<file path="src/rtl/pps_pkg.sv">
package pps_pkg;

    localparam int unsigned TargetW = 32;
    localparam int unsigned ShiftW  = 3;
    localparam int unsigned TopW    = 15;
    localparam int unsigned HzW     = 24;
    localparam int unsigned DivW    = 32;
    localparam int unsigned CntW    = 5;

    localparam logic [HzW-1:0]     BaseClkHz = 24'd16000000;
    localparam logic [DivW-1:0]    TopMax    = 32'd32767;
    localparam logic [DivW-1:0]    TopMin    = 32'd3;
    localparam logic [ShiftW-1:0]  ShiftLast = 3'd7;
    localparam logic [TargetW-1:0] ErrNone   = 32'hFFFF_FFFF;
    localparam logic [CntW-1:0]    CntLast   = 5'd31;

endpackage

</file>
<file path="src/rtl/pps_in_if.sv">
interface pps_in_if;
    logic                             valid;
    logic                             ready;
    logic [pps_pkg::TargetW-1:0]      target_hz;

    modport source (output valid, output target_hz, input ready);
    modport sink   (input valid, input target_hz, output ready);
endinterface

</file>
<file path="src/rtl/pps_out_if.sv">
interface pps_out_if;
    logic                             valid;
    logic                             ready;
    logic                             found;
    logic [pps_pkg::ShiftW-1:0]       prescale_shift;
    logic [pps_pkg::TopW-1:0]         counter_top;
    logic [pps_pkg::HzW-1:0]          actual_hz;

    modport source (output valid, output found, output prescale_shift, output counter_top,
                    output actual_hz, input ready);
    modport sink   (input valid, input found, input prescale_shift, input counter_top,
                    input actual_hz, output ready);
endinterface

</file>
<file path="src/rtl/pwm_prescaler_top_search.sv">
// PWM prescaler search: for a wanted frequency the block walks the eight power-of-two
// prescaler shifts of the 16 MHz base clock, finds the rounded counter top for each
// (clamped to at least 3, shifts with a top above 32767 skipped), the resulting
// frequency and its error, and returns the first shift with the least error. All
// division runs on one restoring divider that yields one quotient bit per cycle;
// each shift runs one division for its top and, unless it is skipped, a second one for
// its frequency. An exact match ends the search early, and a zero target ends it at
// once with no division. The block takes one word at a time; a finished result waits
// in an output register while the next word is accepted.
module pwm_prescaler_top_search (
    input  logic      i_clk,
    input  logic      i_rst_n,
    pps_in_if.sink    i_in,
    pps_out_if.source o_out
);

    typedef enum logic [5:0] {
        S_IDLE    = 6'b000001,
        S_LOAD    = 6'b000010,
        S_DIV     = 6'b000100,
        S_TOP_CHK = 6'b001000,
        S_HZ_CHK  = 6'b010000,
        S_DONE    = 6'b100000
    } t_state;

    t_state                          r_state, n_state;
    logic                            r_phase_hz, n_phase_hz;
    logic [pps_pkg::CntW-1:0]        r_cnt, n_cnt;
    logic [pps_pkg::DivW-1:0]        r_rem, n_rem;
    logic [pps_pkg::DivW-1:0]        r_quo, n_quo;
    logic [pps_pkg::DivW-1:0]        r_den, n_den;
    logic [pps_pkg::TargetW-1:0]     r_target, n_target;
    logic [pps_pkg::ShiftW-1:0]      r_shift, n_shift;
    logic [pps_pkg::TopW-1:0]        r_top, n_top;
    logic                            r_have, n_have;
    logic [pps_pkg::TargetW-1:0]     r_best_err, n_best_err;
    logic [pps_pkg::ShiftW-1:0]      r_best_shift, n_best_shift;
    logic [pps_pkg::TopW-1:0]        r_best_top, n_best_top;
    logic [pps_pkg::HzW-1:0]         r_best_hz, n_best_hz;
    logic                            r_out_valid, n_out_valid;
    logic                            r_out_found;
    logic [pps_pkg::ShiftW-1:0]      r_out_shift;
    logic [pps_pkg::TopW-1:0]        r_out_top;
    logic [pps_pkg::HzW-1:0]         r_out_hz;

    logic [pps_pkg::HzW-1:0]         clk_div;
    logic [pps_pkg::DivW:0]          rem_sh;
    logic [pps_pkg::DivW:0]          den_ext;
    logic                            div_ge;
    logic [pps_pkg::DivW:0]          div_diff;
    logic [pps_pkg::DivW-1:0]        top_full;
    logic [pps_pkg::DivW-1:0]        hz_full;
    logic [pps_pkg::TargetW-1:0]     err;
    logic                            out_load;
    logic                            in_take;

    assign clk_div  = pps_pkg::BaseClkHz >> r_shift;

    // restoring divider step
    assign rem_sh   = {r_rem, r_quo[pps_pkg::DivW-1]};
    assign den_ext  = {1'b0, r_den};
    assign div_ge   = rem_sh >= den_ext;
    assign div_diff = rem_sh - den_ext;

    assign top_full = (r_quo < pps_pkg::TopMin) ? pps_pkg::TopMin : r_quo;
    assign hz_full  = r_quo;
    assign err      = (hz_full >= r_target) ? (hz_full - r_target) : (r_target - hz_full);

    assign in_take  = i_in.valid && (r_state == S_IDLE);
    assign out_load = (r_state == S_DONE) && (!r_out_valid || o_out.ready);

    always_comb begin
        n_state      = r_state;
        n_phase_hz   = r_phase_hz;
        n_cnt        = r_cnt;
        n_rem        = r_rem;
        n_quo        = r_quo;
        n_den        = r_den;
        n_target     = r_target;
        n_shift      = r_shift;
        n_top        = r_top;
        n_have       = r_have;
        n_best_err   = r_best_err;
        n_best_shift = r_best_shift;
        n_best_top   = r_best_top;
        n_best_hz    = r_best_hz;

        unique case (r_state)
            S_IDLE: begin
                if (in_take) begin
                    n_target     = i_in.target_hz;
                    n_shift      = '0;
                    n_have       = 1'b0;
                    n_best_err   = pps_pkg::ErrNone;
                    n_best_shift = '0;
                    n_best_top   = '0;
                    n_best_hz    = '0;
                    n_state      = (i_in.target_hz == '0) ? S_DONE : S_LOAD;
                end
            end
            S_LOAD: begin
                // rounded top: (clk + target/2) / target, sum fits in 32 bits
                n_quo      = {8'd0, clk_div} + (r_target >> 1);
                n_den      = r_target;
                n_rem      = '0;
                n_cnt      = '0;
                n_phase_hz = 1'b0;
                n_state    = S_DIV;
            end
            S_DIV: begin
                n_quo = {r_quo[pps_pkg::DivW-2:0], div_ge};
                n_rem = div_ge ? div_diff[pps_pkg::DivW-1:0] : rem_sh[pps_pkg::DivW-1:0];
                n_cnt = r_cnt + 1'b1;
                if (r_cnt == pps_pkg::CntLast) begin
                    n_state = r_phase_hz ? S_HZ_CHK : S_TOP_CHK;
                end
            end
            S_TOP_CHK: begin
                if (top_full > pps_pkg::TopMax) begin
                    if (r_shift == pps_pkg::ShiftLast) begin
                        n_state = S_DONE;
                    end else begin
                        n_shift = r_shift + 1'b1;
                        n_state = S_LOAD;
                    end
                end else begin
                    n_top      = top_full[pps_pkg::TopW-1:0];
                    n_quo      = {8'd0, clk_div};
                    n_den      = top_full;
                    n_rem      = '0;
                    n_cnt      = '0;
                    n_phase_hz = 1'b1;
                    n_state    = S_DIV;
                end
            end
            S_HZ_CHK: begin
                if (!r_have || err < r_best_err) begin
                    n_have       = 1'b1;
                    n_best_err   = err;
                    n_best_shift = r_shift;
                    n_best_top   = r_top;
                    n_best_hz    = hz_full[pps_pkg::HzW-1:0];
                end
                if ((!r_have || err < r_best_err) && err == '0) begin
                    n_state = S_DONE;
                end else if (r_shift == pps_pkg::ShiftLast) begin
                    n_state = S_DONE;
                end else begin
                    n_shift = r_shift + 1'b1;
                    n_state = S_LOAD;
                end
            end
            S_DONE: begin
                if (out_load) begin
                    n_state = S_IDLE;
                end
            end
            default: begin
                n_state = S_IDLE;
            end
        endcase
    end

    always_comb begin
        n_out_valid = r_out_valid;
        if (out_load) begin
            n_out_valid = 1'b1;
        end else if (o_out.ready) begin
            n_out_valid = 1'b0;
        end
    end

    always_ff @(posedge i_clk) begin
        if (!i_rst_n) begin
            r_state     <= S_IDLE;
            r_cnt       <= '0;
            r_out_valid <= 1'b0;
        end else begin
            r_state     <= n_state;
            r_cnt       <= n_cnt;
            r_out_valid <= n_out_valid;
        end
    end

    always_ff @(posedge i_clk) begin
        r_phase_hz   <= n_phase_hz;
        r_rem        <= n_rem;
        r_quo        <= n_quo;
        r_den        <= n_den;
        r_target     <= n_target;
        r_shift      <= n_shift;
        r_top        <= n_top;
        r_have       <= n_have;
        r_best_err   <= n_best_err;
        r_best_shift <= n_best_shift;
        r_best_top   <= n_best_top;
        r_best_hz    <= n_best_hz;
        if (out_load) begin
            r_out_found <= r_have;
            r_out_shift <= r_best_shift;
            r_out_top   <= r_best_top;
            r_out_hz    <= r_best_hz;
        end
    end

    assign i_in.ready           = (r_state == S_IDLE);
    assign o_out.valid          = r_out_valid;
    assign o_out.found          = r_out_found;
    assign o_out.prescale_shift = r_out_shift;
    assign o_out.counter_top    = r_out_top;
    assign o_out.actual_hz      = r_out_hz;

    a_found_top_range: assert property (@(posedge i_clk) disable iff (!i_rst_n)
        (o_out.valid && o_out.found) |-> (o_out.counter_top >= 15'd3))
        else $error("found result with counter top below minimum");

    a_not_found_zero: assert property (@(posedge i_clk) disable iff (!i_rst_n)
        (o_out.valid && !o_out.found) |->
            (o_out.prescale_shift == '0 && o_out.counter_top == '0 && o_out.actual_hz == '0))
        else $error("not found result with non-zero fields");

    // the step count wraps back to zero as the divider finishes
    a_cnt_only_in_div: assert property (@(posedge i_clk) disable iff (!i_rst_n)
        (r_cnt != '0) |-> (r_state == S_DIV))
        else $error("divider count out of step");

    a_busy_after_take: assert property (@(posedge i_clk) disable iff (!i_rst_n)
        (i_in.valid && i_in.ready) |=> !i_in.ready)
        else $error("input accepted while busy");

endmodule

</file>
<file path="src/flat_wrapper.sv">
// flat-port wrapper written by rule: the top's interface ports become plain ports
module pwm_prescaler_top_search_flat 
  (i_clk, i_rst_n, i_in_valid, i_in_target_hz, i_in_ready, o_out_valid, o_out_found, o_out_prescale_shift, o_out_counter_top, o_out_actual_hz, o_out_ready);
  pps_in_if i_in_i ();
  pps_out_if o_out_i ();
  input  logic i_clk;
  input  logic i_rst_n;
  input wire logic [$bits(i_in_i.valid)-1:0] i_in_valid;
  input wire logic [$bits(i_in_i.target_hz)-1:0] i_in_target_hz;
  output wire logic [$bits(i_in_i.ready)-1:0] i_in_ready;
  output wire logic [$bits(o_out_i.valid)-1:0] o_out_valid;
  output wire logic [$bits(o_out_i.found)-1:0] o_out_found;
  output wire logic [$bits(o_out_i.prescale_shift)-1:0] o_out_prescale_shift;
  output wire logic [$bits(o_out_i.counter_top)-1:0] o_out_counter_top;
  output wire logic [$bits(o_out_i.actual_hz)-1:0] o_out_actual_hz;
  input wire logic [$bits(o_out_i.ready)-1:0] o_out_ready;
  assign i_in_i.valid = i_in_valid;
  assign i_in_i.target_hz = i_in_target_hz;
  assign i_in_ready = i_in_i.ready;
  assign o_out_valid = o_out_i.valid;
  assign o_out_found = o_out_i.found;
  assign o_out_prescale_shift = o_out_i.prescale_shift;
  assign o_out_counter_top = o_out_i.counter_top;
  assign o_out_actual_hz = o_out_i.actual_hz;
  assign o_out_i.ready = o_out_ready;
  pwm_prescaler_top_search u_core (.i_clk(i_clk), .i_rst_n(i_rst_n), .i_in(i_in_i), .o_out(o_out_i));
endmodule
</file>
<file path="config.mk">
export PLATFORM = sky130hd
export DESIGN_NAME = pwm_prescaler_top_search_flat
export DESIGN_NICKNAME = d
export VERILOG_FILES = /design/src/rtl/pps_pkg.sv /design/src/rtl/pps_in_if.sv /design/src/rtl/pps_out_if.sv /design/src/rtl/pwm_prescaler_top_search.sv /design/src/flat_wrapper.sv
export SDC_FILE = /design/constraint.sdc
export NUM_CORES = 1
export LEC_CHECK = 0
export BUFFER_PORTS_ARGS = -buffer_cell sky130_fd_sc_hd__buf_2
export CAP_MARGIN = 20
export CORE_MARGIN = 3
export CORE_UTILIZATION = 35
export CTS_CLUSTER_DIAMETER = 200
export DETAILED_ROUTE_END_ITERATION = 8
export MAX_ROUTING_LAYER = met4
export SLEW_MARGIN = 20
export SYNTH_ARGS = -nofsm -noshare
export SYNTH_HDL_FRONTEND = slang
export SYNTH_SLANG_ARGS = --single-unit
</file>
<file path="constraint.sdc">
create_clock -name i_clk -period 13.9 [get_ports i_clk]
set_clock_uncertainty 0.15 [all_clocks]
set_input_delay 1.39 -clock i_clk [delete_from_list [all_inputs] [get_ports i_clk]]
set_output_delay 1.39 -clock i_clk [all_outputs]
set_load 0.05 [all_outputs]
</file>
# After elaboration in Yosys (flattened, before gate mapping)
# Cells that the tools add are included.
dict set report word_totals {
  regBits 277
  input_bits 36
  output_inout_bits 45
  word_cells 111
}
dict set report op_classes {
  addsub 6
  n_lt_le_gt_ge 5
  n_eq_ne 15
  n_shift 1
  n_mux 43
  n_bitwise 1
  n_reduce_logical 21
}
# operator count
set ops {}
lappend ops {{32-bit two-way mux} 8}
lappend ops {{32-bit case mux with 3 select lines} 2}
lappend ops {{32-bit case mux with 2 select lines} 2}
lappend ops {{32-bit subtractor} 3}
lappend ops {{32-bit zero test} 2}
lappend ops {{24-bit two-way mux} 2}
lappend ops {{24-bit case mux with 2 select lines} 1}
lappend ops {{6-bit two-way mux} 7}
lappend ops {{6-bit case mux with 6 select lines} 1}
lappend ops {{33-bit by 32-bit greater-or-equal comparator with 1-bit output} 1}
lappend ops {{24-bit by 31-bit adder with 32-bit output} 1}
lappend ops {{32-bit greater-or-equal comparator} 1}
lappend ops {{32-bit by 15-bit greater-than comparator with 1-bit output, second input constant} 1}
lappend ops {{32-bit by 2-bit < comparator with 1-bit output, second input constant} 1}
lappend ops {{32-bit < comparator} 1}
lappend ops {{15-bit two-way mux} 2}
lappend ops {{15-bit case mux with 2 select lines} 1}
lappend ops {{24-bit by 3-bit >> shifter with 24-bit output, first input constant} 1}
lappend ops {{3-bit two-way mux} 5}
lappend ops {{5-bit case mux with 3 select lines} 1}
lappend ops {{5-bit two-way mux} 2}
lappend ops {{2-bit by 1-bit inequality test with 1-bit output, second input constant} 5}
lappend ops {{3-bit case mux with 3 select lines} 1}
lappend ops {{2-bit AND reduction} 4}
lappend ops {{other kinds (22)} 36}

# Longest topological paths before layout
# Gate-level depths: netlist of run 1.
dict set report logic_depth {
  word_depth 7
  depth_mapped 27
}

# Worst setup path after synthesis of run 1
# OpenSTA, ideal clock, no wires.
dict set report synth_path {
  path_kind {reg-to-reg}
  from {reg u_core.r_quo, in the netlist u_core.hz_full[0]}
  to {reg u_core.r_best_err[0] in the netlist's numbering (enable)}
  arrival_time_ps 7194
  setup_slack_ps 6033
  path_stages_with_launch 24
  n_path_buf 2
  synth_period_minus_slack_ps 7867
  path_cell_list {edfxtp_1 > inv_1 > ha_1 > inv_1 > fa_1 > nand3_1 > a21oi_1 > o21a_1 > o211ai_2 > and2_1 > buf_6 > buf_12 > mux2i_1 > xor2_1 > inv_1 > ha_1 > a21o_1 > a21o_1 > a21oi_1 > nand2_1 > a31oi_1 > o31a_1 > o41ai_1 > o21bai_1}
}
dict set report synth_between {
  elab_chain_len 6
  word_cells_on_any_way 8
}
# item line_no
set synth_lines {}
lappend synth_lines {{from (decl)} pwm_prescaler_top_search.sv:30} ;# logic [pps_pkg::DivW-1:0] r_quo, n_quo;
lappend synth_lines {{from (signal assigned)} pwm_prescaler_top_search.sv:188} ;# r_quo <= n_quo;
lappend synth_lines {{32-bit subtractor / 32-bit greater-or-equal comparator (equally long branches)} pwm_prescaler_top_search.sv:67} ;# assign err = (hz_full >= r_target) ? (hz_full - r_target) : (r_target - hz_full);
lappend synth_lines {{32-bit two-way mux *} pwm_prescaler_top_search.sv:67}
lappend synth_lines {{net u_core.err (one bit)} pwm_prescaler_top_search.sv:53} ;# logic [pps_pkg::TargetW-1:0] err;
lappend synth_lines {{32-bit < comparator *} pwm_prescaler_top_search.sv:137} ;# if (!r_have || err < r_best_err) begin
lappend synth_lines {{1-bit logical OR *} pwm_prescaler_top_search.sv:137}
lappend synth_lines {{2-bit by 1-bit inequality test with 1-bit output (no source line) *} n/a}
lappend synth_lines {{3-bit AND reduction (no source line) *} n/a}
lappend synth_lines {{to (signal assigned)} pwm_prescaler_top_search.sv:194} ;# r_best_err <= n_best_err;
lappend synth_lines {{to (decl)} pwm_prescaler_top_search.sv:36} ;# logic [pps_pkg::TargetW-1:0] r_best_err, n_best_err;
# Mark *: on every way through the listed nets, which the timed path passes. The rest lies on a longest branch.
# A chain may end at the register's enable or synchronous reset.

# Worst setup path in the final report of run 1
dict set report layout_path {
  from {reg u_core.r_quo, in the netlist u_core.hz_full[4]}
  to {reg u_core.r_shift[0] in the netlist's numbering (enable)}
}
dict set report layout_between {
  elab_chain_len 7
  word_cells_on_any_way 14
}
# item line_no
set layout_lines {}
lappend layout_lines {{32-bit subtractor / 32-bit greater-or-equal comparator (equally long branches)} pwm_prescaler_top_search.sv:67}
lappend layout_lines {{32-bit two-way mux *} pwm_prescaler_top_search.sv:67}
lappend layout_lines {{net u_core.err (one bit)} pwm_prescaler_top_search.sv:53}
lappend layout_lines {{32-bit < comparator} pwm_prescaler_top_search.sv:144} ;# if ((!r_have || err < r_best_err) && err == '0) begin
lappend layout_lines {{1-bit logical OR} pwm_prescaler_top_search.sv:144}
lappend layout_lines {{1-bit logical AND *} pwm_prescaler_top_search.sv:144}
lappend layout_lines {{2-bit inequality test (no source line) *} n/a}
lappend layout_lines {{4-bit AND reduction (no source line) *} n/a}
lappend layout_lines {{to (signal assigned)} pwm_prescaler_top_search.sv:191} ;# r_shift <= n_shift;
lappend layout_lines {{to (decl)} pwm_prescaler_top_search.sv:33} ;# logic [pps_pkg::ShiftW-1:0] r_shift, n_shift;
# Marks and branches as above.

==> results of run 1 <==
[cells by family after synthesis]
kind of cell / count (synthesis)
buf+inv: 248
fa+ha+maj: 160
simple gates: 548
compound gates: 461
flops: 277
xor+xnor: 100
mux: 52
[cell usage in the layout (no fill, tap or decap), types with 7 or more instances in the layout]
master,n
sky130_fd_sc_hd__a211oi_1,19
sky130_fd_sc_hd__a21o_1,50
sky130_fd_sc_hd__a21oi_1,120
sky130_fd_sc_hd__a22oi_1,17
sky130_fd_sc_hd__a31oi_1,12
sky130_fd_sc_hd__and2_1,31
sky130_fd_sc_hd__and3_1,12
sky130_fd_sc_hd__buf_2,80
sky130_fd_sc_hd__buf_4,14
sky130_fd_sc_hd__clkbuf_16,34
sky130_fd_sc_hd__clkinv_1,7
sky130_fd_sc_hd__dfxtp_1,12
sky130_fd_sc_hd__edfxtp_1,265
sky130_fd_sc_hd__ha_1,156
sky130_fd_sc_hd__inv_1,163
sky130_fd_sc_hd__mux2i_1,51
sky130_fd_sc_hd__nand2_1,136
sky130_fd_sc_hd__nand2b_1,33
sky130_fd_sc_hd__nand3_1,32
sky130_fd_sc_hd__nand3b_1,7
sky130_fd_sc_hd__nand4_1,34
sky130_fd_sc_hd__nor2_1,154
sky130_fd_sc_hd__nor2b_1,16
sky130_fd_sc_hd__nor3_1,37
sky130_fd_sc_hd__nor4_1,23
sky130_fd_sc_hd__o211ai_1,7
sky130_fd_sc_hd__o21a_1,14
sky130_fd_sc_hd__o21ai_0,128
sky130_fd_sc_hd__o21bai_1,8
sky130_fd_sc_hd__o22ai_1,9
sky130_fd_sc_hd__or2_2,10
sky130_fd_sc_hd__xnor2_1,61
sky130_fd_sc_hd__xor2_1,39
[cell usage after synthesis (10+ instances only)]
| library cell | instances |
|---|---|
| sky130_fd_sc_hd__nor2b_1 | 17 |
| sky130_fd_sc_hd__nand2_1 | 137 |
| sky130_fd_sc_hd__xnor2_1 | 61 |
| sky130_fd_sc_hd__and3_1 | 12 |
| sky130_fd_sc_hd__o21a_1 | 14 |
| sky130_fd_sc_hd__a211oi_1 | 19 |
| sky130_fd_sc_hd__ha_1 | 156 |
| sky130_fd_sc_hd__or2_2 | 10 |
| sky130_fd_sc_hd__and2_1 | 31 |
| sky130_fd_sc_hd__a22oi_1 | 17 |
| sky130_fd_sc_hd__inv_1 | 164 |
| sky130_fd_sc_hd__xor2_1 | 39 |
| sky130_fd_sc_hd__a21oi_1 | 120 |
| sky130_fd_sc_hd__clkbuf_1 | 44 |
| sky130_fd_sc_hd__nor4_1 | 23 |
| sky130_fd_sc_hd__o21ai_0 | 128 |
| sky130_fd_sc_hd__nand3_1 | 32 |
| sky130_fd_sc_hd__nor3_1 | 37 |
| sky130_fd_sc_hd__edfxtp_1 | 265 |
| sky130_fd_sc_hd__nor2_1 | 154 |
| sky130_fd_sc_hd__nand4_1 | 34 |
| sky130_fd_sc_hd__mux2i_1 | 51 |
| sky130_fd_sc_hd__buf_2 | 21 |
| sky130_fd_sc_hd__a31oi_1 | 12 |
| sky130_fd_sc_hd__nand2b_1 | 33 |
| sky130_fd_sc_hd__a21o_1 | 50 |
| sky130_fd_sc_hd__dfxtp_1 | 12 |
[metrics by stage]
step,utilization [%],cells
after CTS,39.6,2601
after global routing,39.6,2601
after floorplan,-,1846
final,39.6,2601
after detailed placement,37.4,2541
after global placement,37.4,2539
[flip-flops by register name, summed over array words and instances (netlist names), 3 cells and up]
name                         flops
u_core.hz_full                  32
u_core.o_out.actual_hz          24
u_core.o_out.counter_top        15
u_core.o_out.prescale_shift      3
u_core.r_best_err               32
u_core.r_best_hz                24
u_core.r_best_shift              3
u_core.r_best_top               15
u_core.r_cnt                     5
u_core.r_den                    32
u_core.r_rem                    32
u_core.r_shift                   3
u_core.r_state                   6
u_core.r_target                 32
u_core.r_top                    15
[per-layer routing]
layer	vias to the layer above	routed length, µm
met2	526	23200
met3	72	3840
li1	6765	-
met1	6794	23900
met5	-	0
met4	0	1090
[cell type report]
| cell class | instances | share of cell area (%) |
|---|---|---|
| Clock buffer | 40 | 4.29 |
| Clock inverter | 20 | 1.13 |
| Inverter | 167 | 3.08 |
| Multi-Input combinational cell | 1321 | 44.4 |
| Sequential cell | 277 | 40.3 |
| Tap cell | 680 | 4.18 |
| Timing Repair Buffer | 96 | 2.66 |
[worst min-delay path by stage]
stage,startpoint,end,slack (ps),cells past startpoint
5_1_grt,u_core.r_best_hz[0],u_core.o_out.actual_hz[0],260,0
3_3_place_gp,u_core.r_best_hz[11],u_core.o_out.actual_hz[11],250,0
3_5_place_dp,u_core.r_best_top[7],u_core.o_out.counter_top[7],250,0
2_1_floorplan,u_core.r_best_hz[0],u_core.o_out.actual_hz[0],250,0
4_1_cts,u_core.r_best_hz[11],u_core.o_out.actual_hz[11],260,0
6_report,u_core.r_best_shift[1],u_core.o_out.prescale_shift[1],260,0
[power groups by stage]
stage	clock, mW	sequential, mW	combinational (mW)
3_5_place_dp	0	1.21	1.76
3_3_place_gp	0	1.21	1.74
2_1_floorplan	0	1.18	1.34
5_1_grt	0.946	1.20	1.98
6_report	0.892	1.19	1.78
4_1_cts	0.914	1.19	1.77
[critical path, stage by stage (launching register included)]
cell	delay, ps
sky130_fd_sc_hd__edfxtp_1	470
sky130_fd_sc_hd__inv_1	100
sky130_fd_sc_hd__ha_1	670
sky130_fd_sc_hd__nand4_1	270
sky130_fd_sc_hd__o21ba_2	280
sky130_fd_sc_hd__and2_1	210
sky130_fd_sc_hd__a21oi_1	380
sky130_fd_sc_hd__nor3_1	200
sky130_fd_sc_hd__o311ai_0	370
sky130_fd_sc_hd__o31ai_1	140
sky130_fd_sc_hd__xnor2_1	320
sky130_fd_sc_hd__ha_1	320
sky130_fd_sc_hd__a21o_1	160
sky130_fd_sc_hd__a21oi_1	130
sky130_fd_sc_hd__nor2b_1	70
sky130_fd_sc_hd__o211ai_1	190
sky130_fd_sc_hd__a31oi_1	100
sky130_fd_sc_hd__o21ai_0	160
sky130_fd_sc_hd__o41ai_1	100
sky130_fd_sc_hd__buf_4	150
sky130_fd_sc_hd__nor2_1	80
sky130_fd_sc_hd__nand4_1	130
sky130_fd_sc_hd__nor4b_2	650
sky130_fd_sc_hd__o21ai_1	300
==> results.md, run 1 <==
Run status:
- The run finished with clean final reports.

Logic synthesis:
- The number of nets produced by synthesis is between 2k and 2.5k.
- The dominant synthesized flop cell is sky130_fd_sc_hd__edfxtp_1.
- Summing the sequential cell areas from Yosys gives approximately 45% of the chip area.
- The largest family of logic cells by synthesized area is compound AO/OA/AOI/OAI gates.
- The compound-gate portion of the synthesized area is between 10% and 20%.
- After synthesis, the share of flip-flops with an asynchronous set or reset is 0%.
- The post-synthesis share of cell area spent on xor and xnor gates is between 4 and 5%.
- The average cell area after synthesis is approximately 9.9 µm².
- The count of yosys warnings during synthesis is 0.
- The post-synthesis share of cell area spent on full adders, half adders and majority gates is between 10% and 20%.
- The cell accounting for the most synthesized area is sky130_fd_sc_hd__edfxtp_1.
- After technology mapping, the gate count stands at 1,846.
- The synthesized design devotes to its leading area cell type a little over two fifths of total area.
- Ranked by total cell area, the synthesized netlist is headed by sky130_fd_sc_hd__edfxtp_1 44%, sky130_fd_sc_hd__ha_1 11%, sky130_fd_sc_hd__o21ai_0 3.5%.
- The netlist area before placement is 18,200 µm².
- The number of synthesized flops with an enable pin is roughly 270.
- Counting distinct cell types in the post-synthesis netlist gives approximately 80.
- The mux contribution to synthesized area is under 10%.
- Synthesis inferred ~280 register bits.
- The synthesized netlist devotes ~15% of its cell area to simple gates.

Global route:
- Global routing used ~3.9% of the available met3 tracks.
- In the global route stage, met1 resource usage came out at between 20% and 30%.
- The initial antenna violation count is 1.
- The residual overflow from global routing is 0.
- Entering global routing, the biggest net connects between 60 and 70 pins.
- In the global route stage, overall resource usage came out at between 10% and 20%.
- In this run the most used layer during global routing was met2.
- The met2 usage is approximately 29%.
- The wire length of the first global-routing pass is 79.5 mm.
- The number of global-route vias before repair is 13.4k.

Clock network:
- CTS placed an instance of sky130_fd_sc_hd__clkbuf_16 at the clock tree root.
- No sink is reached through more buffers than the 3 on the longest clock path.
- TritonCTS built the clock tree.
- The insertion delay to the later sink of the worst-skew pair is around 550 ps.
- The number of hold buffers added after cts is 0.
- The tree built by TritonCTS fans out to approximately 280 sinks.
- The clock transition at the registers of the reported paths is 60 ps.
- Post-CTS repair changed the size of 0 cells.
- The maximum level of the CTS H-tree is 2.
- Buffers added to address setup during post-CTS repair amount to 0.
- Buffers inserted during clock tree synthesis total 34.

Final layout:
- The final instance area is approximately 20,000 µm².
- Summing all multi-input logic gate instances after layout gives 9030 µm².
- The area taken by flip-flops and latches is just over 8000 µm².
- For this run, the post-layout net count is about 2.1k.
- The repair_antennas step left the layout with diodes totalling 0.
- Compared with the post-synthesis result, the final layout area differs by 11.6%.
- The post-route netlist has under 10% of its cells at a drive strength greater than 1.
- The count of filler cells inserted in the layout is between 5k and 6k.

Floorplanning:
- Row generation in the floorplan step produced just over 80 rows.
- The floorplan step defined a die boundary enclosing ~55,000 µm².
- The number of I/O pins is around 80.
- The floorplan step set the die width to approximately 230 µm.
- The core region is slightly above 50,000 µm².
- The die is 234 µm tall.
- The initial cell density of the core is a little over a third.

Pwr:
- The power per unit of standard cell area is between 150 and 200 nW/µm².
- Overall power consumption after layout is estimated at around 3.9 mW.
- The internal power of the cells totals 2.29 mW.
- The share of total power dissipated in combinational logic is a little under half.
- The total leakage power is 8.32 nW.
- In this run switching power makes up 40.7% of total power.
- In this run, the clock network consumes 23.1% of the power.
- The maximum vdd drop is roughly 0.00013 V.
- The net switching power figure is roughly 1.6 mW.
- The sequential share of power is 30.8%.

Route:
- The DRC marker count from the first detailed-route iteration is between 1k and 1.5k.
- After detailed routing, the average wire length per cell comes to 20.0 µm.
- The via density per instance is 5.44.
- Wires add up to approximately 52 mm.
- The detailed router placed roughly 14k vias in this run.
- After detailed routing, the number of remaining DRC violations is 0.
- The first TritonRoute pass finished after 6 iterations.
- The count of nets left with antenna violations once routing finished came out at 0.

STA:
- Setup repair after global routing left no endpoint under its margin.
- The total setup violations reported at the end of the flow is 0.
- The final critical path takes up between 40% and 50% of the cycle.
- The number of failing hold endpoints at the final stage is 0.
- The timing-limited maximum frequency is about 0.16 GHz.
- The max-slew violation total from the final report is 0.
- The transition time at the pin with the least slew margin is roughly 1000 ps.
- The routed design could run at a clock period as short as roughly 6400 ps.
- Setup total negative slack on the finished layout was measured at 0 ps.
- The final critical-path setup slack is approximately 7500 ps.
- The worst hold slack is about 260 ps.
- The normalized max-slew margin is about 34%.

Setup path:
- Data on the critical path arrives at its endpoint at ~6500 ps.
- The type of the worst setup path is flop to flop.
- The sort of element at the start of the critical path is a flop.
- The required time reported for the critical path endpoint is 13,980 ps.
- The worst register-to-register path begins at u_core.hz_full[4].
- The capturing element type of the critical path is a flop.
- The worst register-to-register path has a depth of 23.
- In this run the register-to-register setup slack is 7500 ps.
- The endpoint identified for the worst register-to-register timing path is u_core.r_shift[0].
- In this run the worst path has a maximum fanout of 16.
- The capture point of the critical path is u_core.r_shift[0].
- The worst setup path startpoint is u_core.hz_full[4].

Placement:
- The worst slack at placement is about 7600 ps.
- The number of buffers added on ports is 80.
- The half-perimeter wire length of the detailed placement result is 39.4 mm.
- The final weighted congestion in routability-driven placement is a little under 1.
- Once placement finished, the instance area stood at a little under 20,000 µm².

Min path:
- The min-delay analysis places its worst path in the category flop to flop.

Run:
- Across the run, the number of max-cap violations was 0.
Power figures use the tool's default switching activity.
==> run 2, diff against run 1 <==
Clock period 13.9 ns to 5.4 ns, I/O delays scaled along.
==> run 2 against run 1 <==
Net effect: routed wire length rose by 5.6%; first-iteration DRC count rose by 16%; sequential power rose to 2.5 times the previous value; die area did not move; clock power rose by 140%; worst hold slack got worse by 220 ps; sequential share of layout area fell by 1.9 points; global-route usage rose by 1.0 points; critical path type unchanged.
==> results.md, run 2 (same netlist as run 1, synthesis figures left out) <==
STA:
- Based on the critical path, the design can be clocked at up to 0.193 GHz.
- The worst hold slack is between 40 and 50 ps.
- The normalized max-slew margin is 28.2%.
- Setup violations remaining at the end of the flow were counted as 0.
- Counting I/O delays and the setup requirement, the final critical path takes just over 5000 ps.
- In the finished design, the share of the clock period the worst path needs comes to ~96%.
- The number of failing hold endpoints at the final stage came to 0.
- The max-slew violation total from the final report is 0.
- For the pin with the worst max-slew slack, the measured transition is 1070 ps.

Min path:
- The hold-critical path depth is 1.
- The sink of the worst hold path is u_core.r_target[29].
- The type of the most critical hold path is primary input to flop.
- The source of the worst hold timing path is i_in_target_hz[29].

Clock network:
- After clock tree synthesis, the flow added hold-fix buffers numbering 0.
- The library cell used as clock root buffer is sky130_fd_sc_hd__clkbuf_16.
- Gates resized during post-CTS repair numbered 0.
- The longest clock path from root to sink contains 3 buffers.
- The number of buffers inserted during clock tree synthesis is 34.
- The number of sinks driven by the clock tree is ~280.
- The clock transition at the registers of the reported paths is around 60 ps.
- The post-CTS repair timing setup buffer count is 0.
- TritonCTS built the clock tree.
- The insertion delay to the later sink of the worst-skew pair is roughly 550 ps.
- The maximum level of the CTS H-tree is 2.

Route:
- For this run, the detailed router's first-pass iteration total came to 6.
- The count of nets left with antenna violations once routing finished came out at 0.
- The routed wire length is about 55 mm.
- The wire length per cell is 20.2 µm.
- The final routed DRC violation total is 0.
- Using the TritonRoute via totals, the vias-per-cell ratio works out to approximately 5.4.
- Detailed routing inserted a total of 14.7k vias.
- The DRC marker count from the first detailed-route iteration is roughly 1.4k.

Global route:
- Across every metal layer, demand over resource in global routing totals between 20% and 30%.
- The number of global-route vias before repair is around 14k.
- The pin count of the biggest net entering global routing is 46.
- The met2 usage is between 30% and 40%.
- The global-route met1 utilization is 27.3%.
- The initial antenna violation count is 1.
- The global routing met3 resource utilization is 3.30%.
- The first global-routing pass estimated between 80 and 90 mm of wire.
- Global routing finished with a remaining overflow of 0.
- met2 is the most crowded layer.

Floorplanning:
- From bottom edge to top edge, the die measures 234 µm.
- The die is roughly 230 µm wide.
- The standard cell core area is 51,400 µm².
- The initial utilization of the core area, before any placement, comes to 35.5%.
- The floorplan step defined a die boundary enclosing between 50,000 and 60,000 µm².
- The number of I/O pins is between 80 and 90.
- The initialized floorplan defines 83 standard-cell rows.

Pwr:
- Overall power consumption after layout is estimated at 10.5 mW.
- The power per unit of standard cell area is 492 nW/µm².
- VDD sags by at most ~0.00042 V.
- The total leakage power is ~9 nW.

Final layout:
- The multi-input combinational cells in the finished layout cover a total of approximately 9000 µm².
- The area growth from synthesis to layout is 17.1%.
- The library cells used most frequently in the layout, excluding fill and tap cells, are 265 x sky130_fd_sc_hd__edfxtp_1, 162 x sky130_fd_sc_hd__inv_1, 153 x sky130_fd_sc_hd__nor2_1.
- In the final layout, flip-flops and latches occupy 8200 µm².
- Cells fill between 40 and 50% of the core in the end.
- The fraction of final layout cells sized beyond drive strength 1 is between 10% and 20%.
- The total number of nets in the final design is between 2k and 2.5k.
- The finished layout holds 2,723 standard cells, fillers aside.
- The finished cells cover roughly 21,000 µm².
- The count of filler cells inserted in the layout is about 5k.
- The commonest non-fill, non-tap cell in the layout is sky130_fd_sc_hd__edfxtp_1.

Setup path:
- The logic depth of the worst register-to-register path is 22.
- The largest individual stage delay along the critical path comes from the cell sky130_fd_sc_hd__edfxtp_1.
- The data arrival time at the worst-slack endpoint is around 5300 ps.
- The worst flop-to-flop path endpoint is u_core.r_shift[2].
- The cell type with the highest occurrence count on the critical path is sky130_fd_sc_hd__o21ai_0.
- The slack of the worst reg-to-reg path is between 200 and 250 ps.
- The start of the worst register-to-register path is u_core.hz_full[27].
- The sort of element at the start of the critical path is a flop.
- The critical path in this run is classified as flop to flop.
- STA puts the critical path data required time at between 5000 and 6000 ps.
- For this run, the slowest stage of the critical path takes about 450 ps.
- Walking the worst path, the cells encountered are inv_1 -> ha_2 -> a21oi_4 -> o21ai_0 -> a211o_1 -> o21ai_4 -> buf_4 -> nand2_2 -> buf_12 -> o21ai_0 -> ha_1 -> or3_1 -> o21ai_0 -> a21oi_1 -> a31oi_1 -> o31a_1 -> o41ai_4 -> nor2_1 -> nand4_1 -> nor4b_2 -> buf_4 -> o21ai_2.
- The capturing element type of the critical path is a flop.
- Along the worst path, the maximum fanout reaches 17.
- The largest delay contributor family on the critical path is compound AO/OA/AOI/OAI gates.
- The critical path contains buffers and inverters numbering 4 combined.

Placement:
- The congestion estimate from routability-driven global placement came to 0.953.
- The half-perimeter wire length of the detailed placement result is roughly 42 mm.
- The number of buffers added on ports is 80.
- After detailed placement, the total cell area comes to approximately 20,000 µm².
- The total instance count after detailed placement is 2,662.

Run status:
- The run finished with clean final reports.

Run:
- The tool flagged a number of max-cap violations equal to 0.
-- run 2: cell types whose count changed in the layout (fill, tap and decap cells not counted), sizes merged --
| cell | previous run | this run |
|---|---|---|
| buf | 96 | 217 |
| clkbuf | 40 | 45 |
| bufinv | 4 | 1 |
| inv | 168 | 166 |
| clkinv | 10 | 11 |
| clkinvlp | 5 | 4 |
| diode | 0 | 1 |
-- run 2: area by class of cell --
type                       count  area share [%]
clock buffer                  45            4.32
multi-input combinational   1321            42.8
inverter                     167            2.94
tap                          680            3.98
antenna                        1          0.0117
sequential                   277            38.4
timing repair buffer         217            7.04
clock inverter                15           0.516
-- run 2: power breakdown --
part / internal, mW / switching (mW) / total, mW
clock: 1.25 / 0.920 / 2.17
sequential: 2.84 / 0.200 / 3.03
combinational: 2.17 / 3.12 / 5.30
-- run 2: layer usage --
metal  part of all wire [%]  routed length, µm  vias up
met4                    2.5               1370        0
met1                     45              25000     7061
met3                    6.4               3510       75
met2                     46              25100      517
met5                      0                  0        -
li1                       -                  -     7010
-- run 2: stage by stage --
| stage | setup TNS (ps) | worst slack (ps) |
|---|---|---|
| after detailed placement | 0 | 174 |
| after global routing | -23.5 | -8.05 |
| after global placement | 0 | 130 |
| after CTS | 0 | 129 |
| final | 0 | 232 |
| after floorplan | 0 | 18.7 |
-- run 2: how the worst max path moves through the flow --
stage | startpoint | endpoint | slack (ps) | cells after the start
3_3_place_gp | u_core.r_target[11] | u_core.r_shift[0] | 130 | 23
6_report | u_core.hz_full[27] | u_core.r_shift[2] | 230 | 22
5_1_grt | u_core.hz_full[23] | u_core.r_shift[2] | -8 | 24
2_1_floorplan | u_core.hz_full[9] | u_core.r_best_err[0] | 20 | 22
4_1_cts | u_core.r_target[5] | u_core.r_shift[2] | 130 | 22
3_5_place_dp | u_core.r_target[5] | u_core.r_shift[2] | 170 | 22
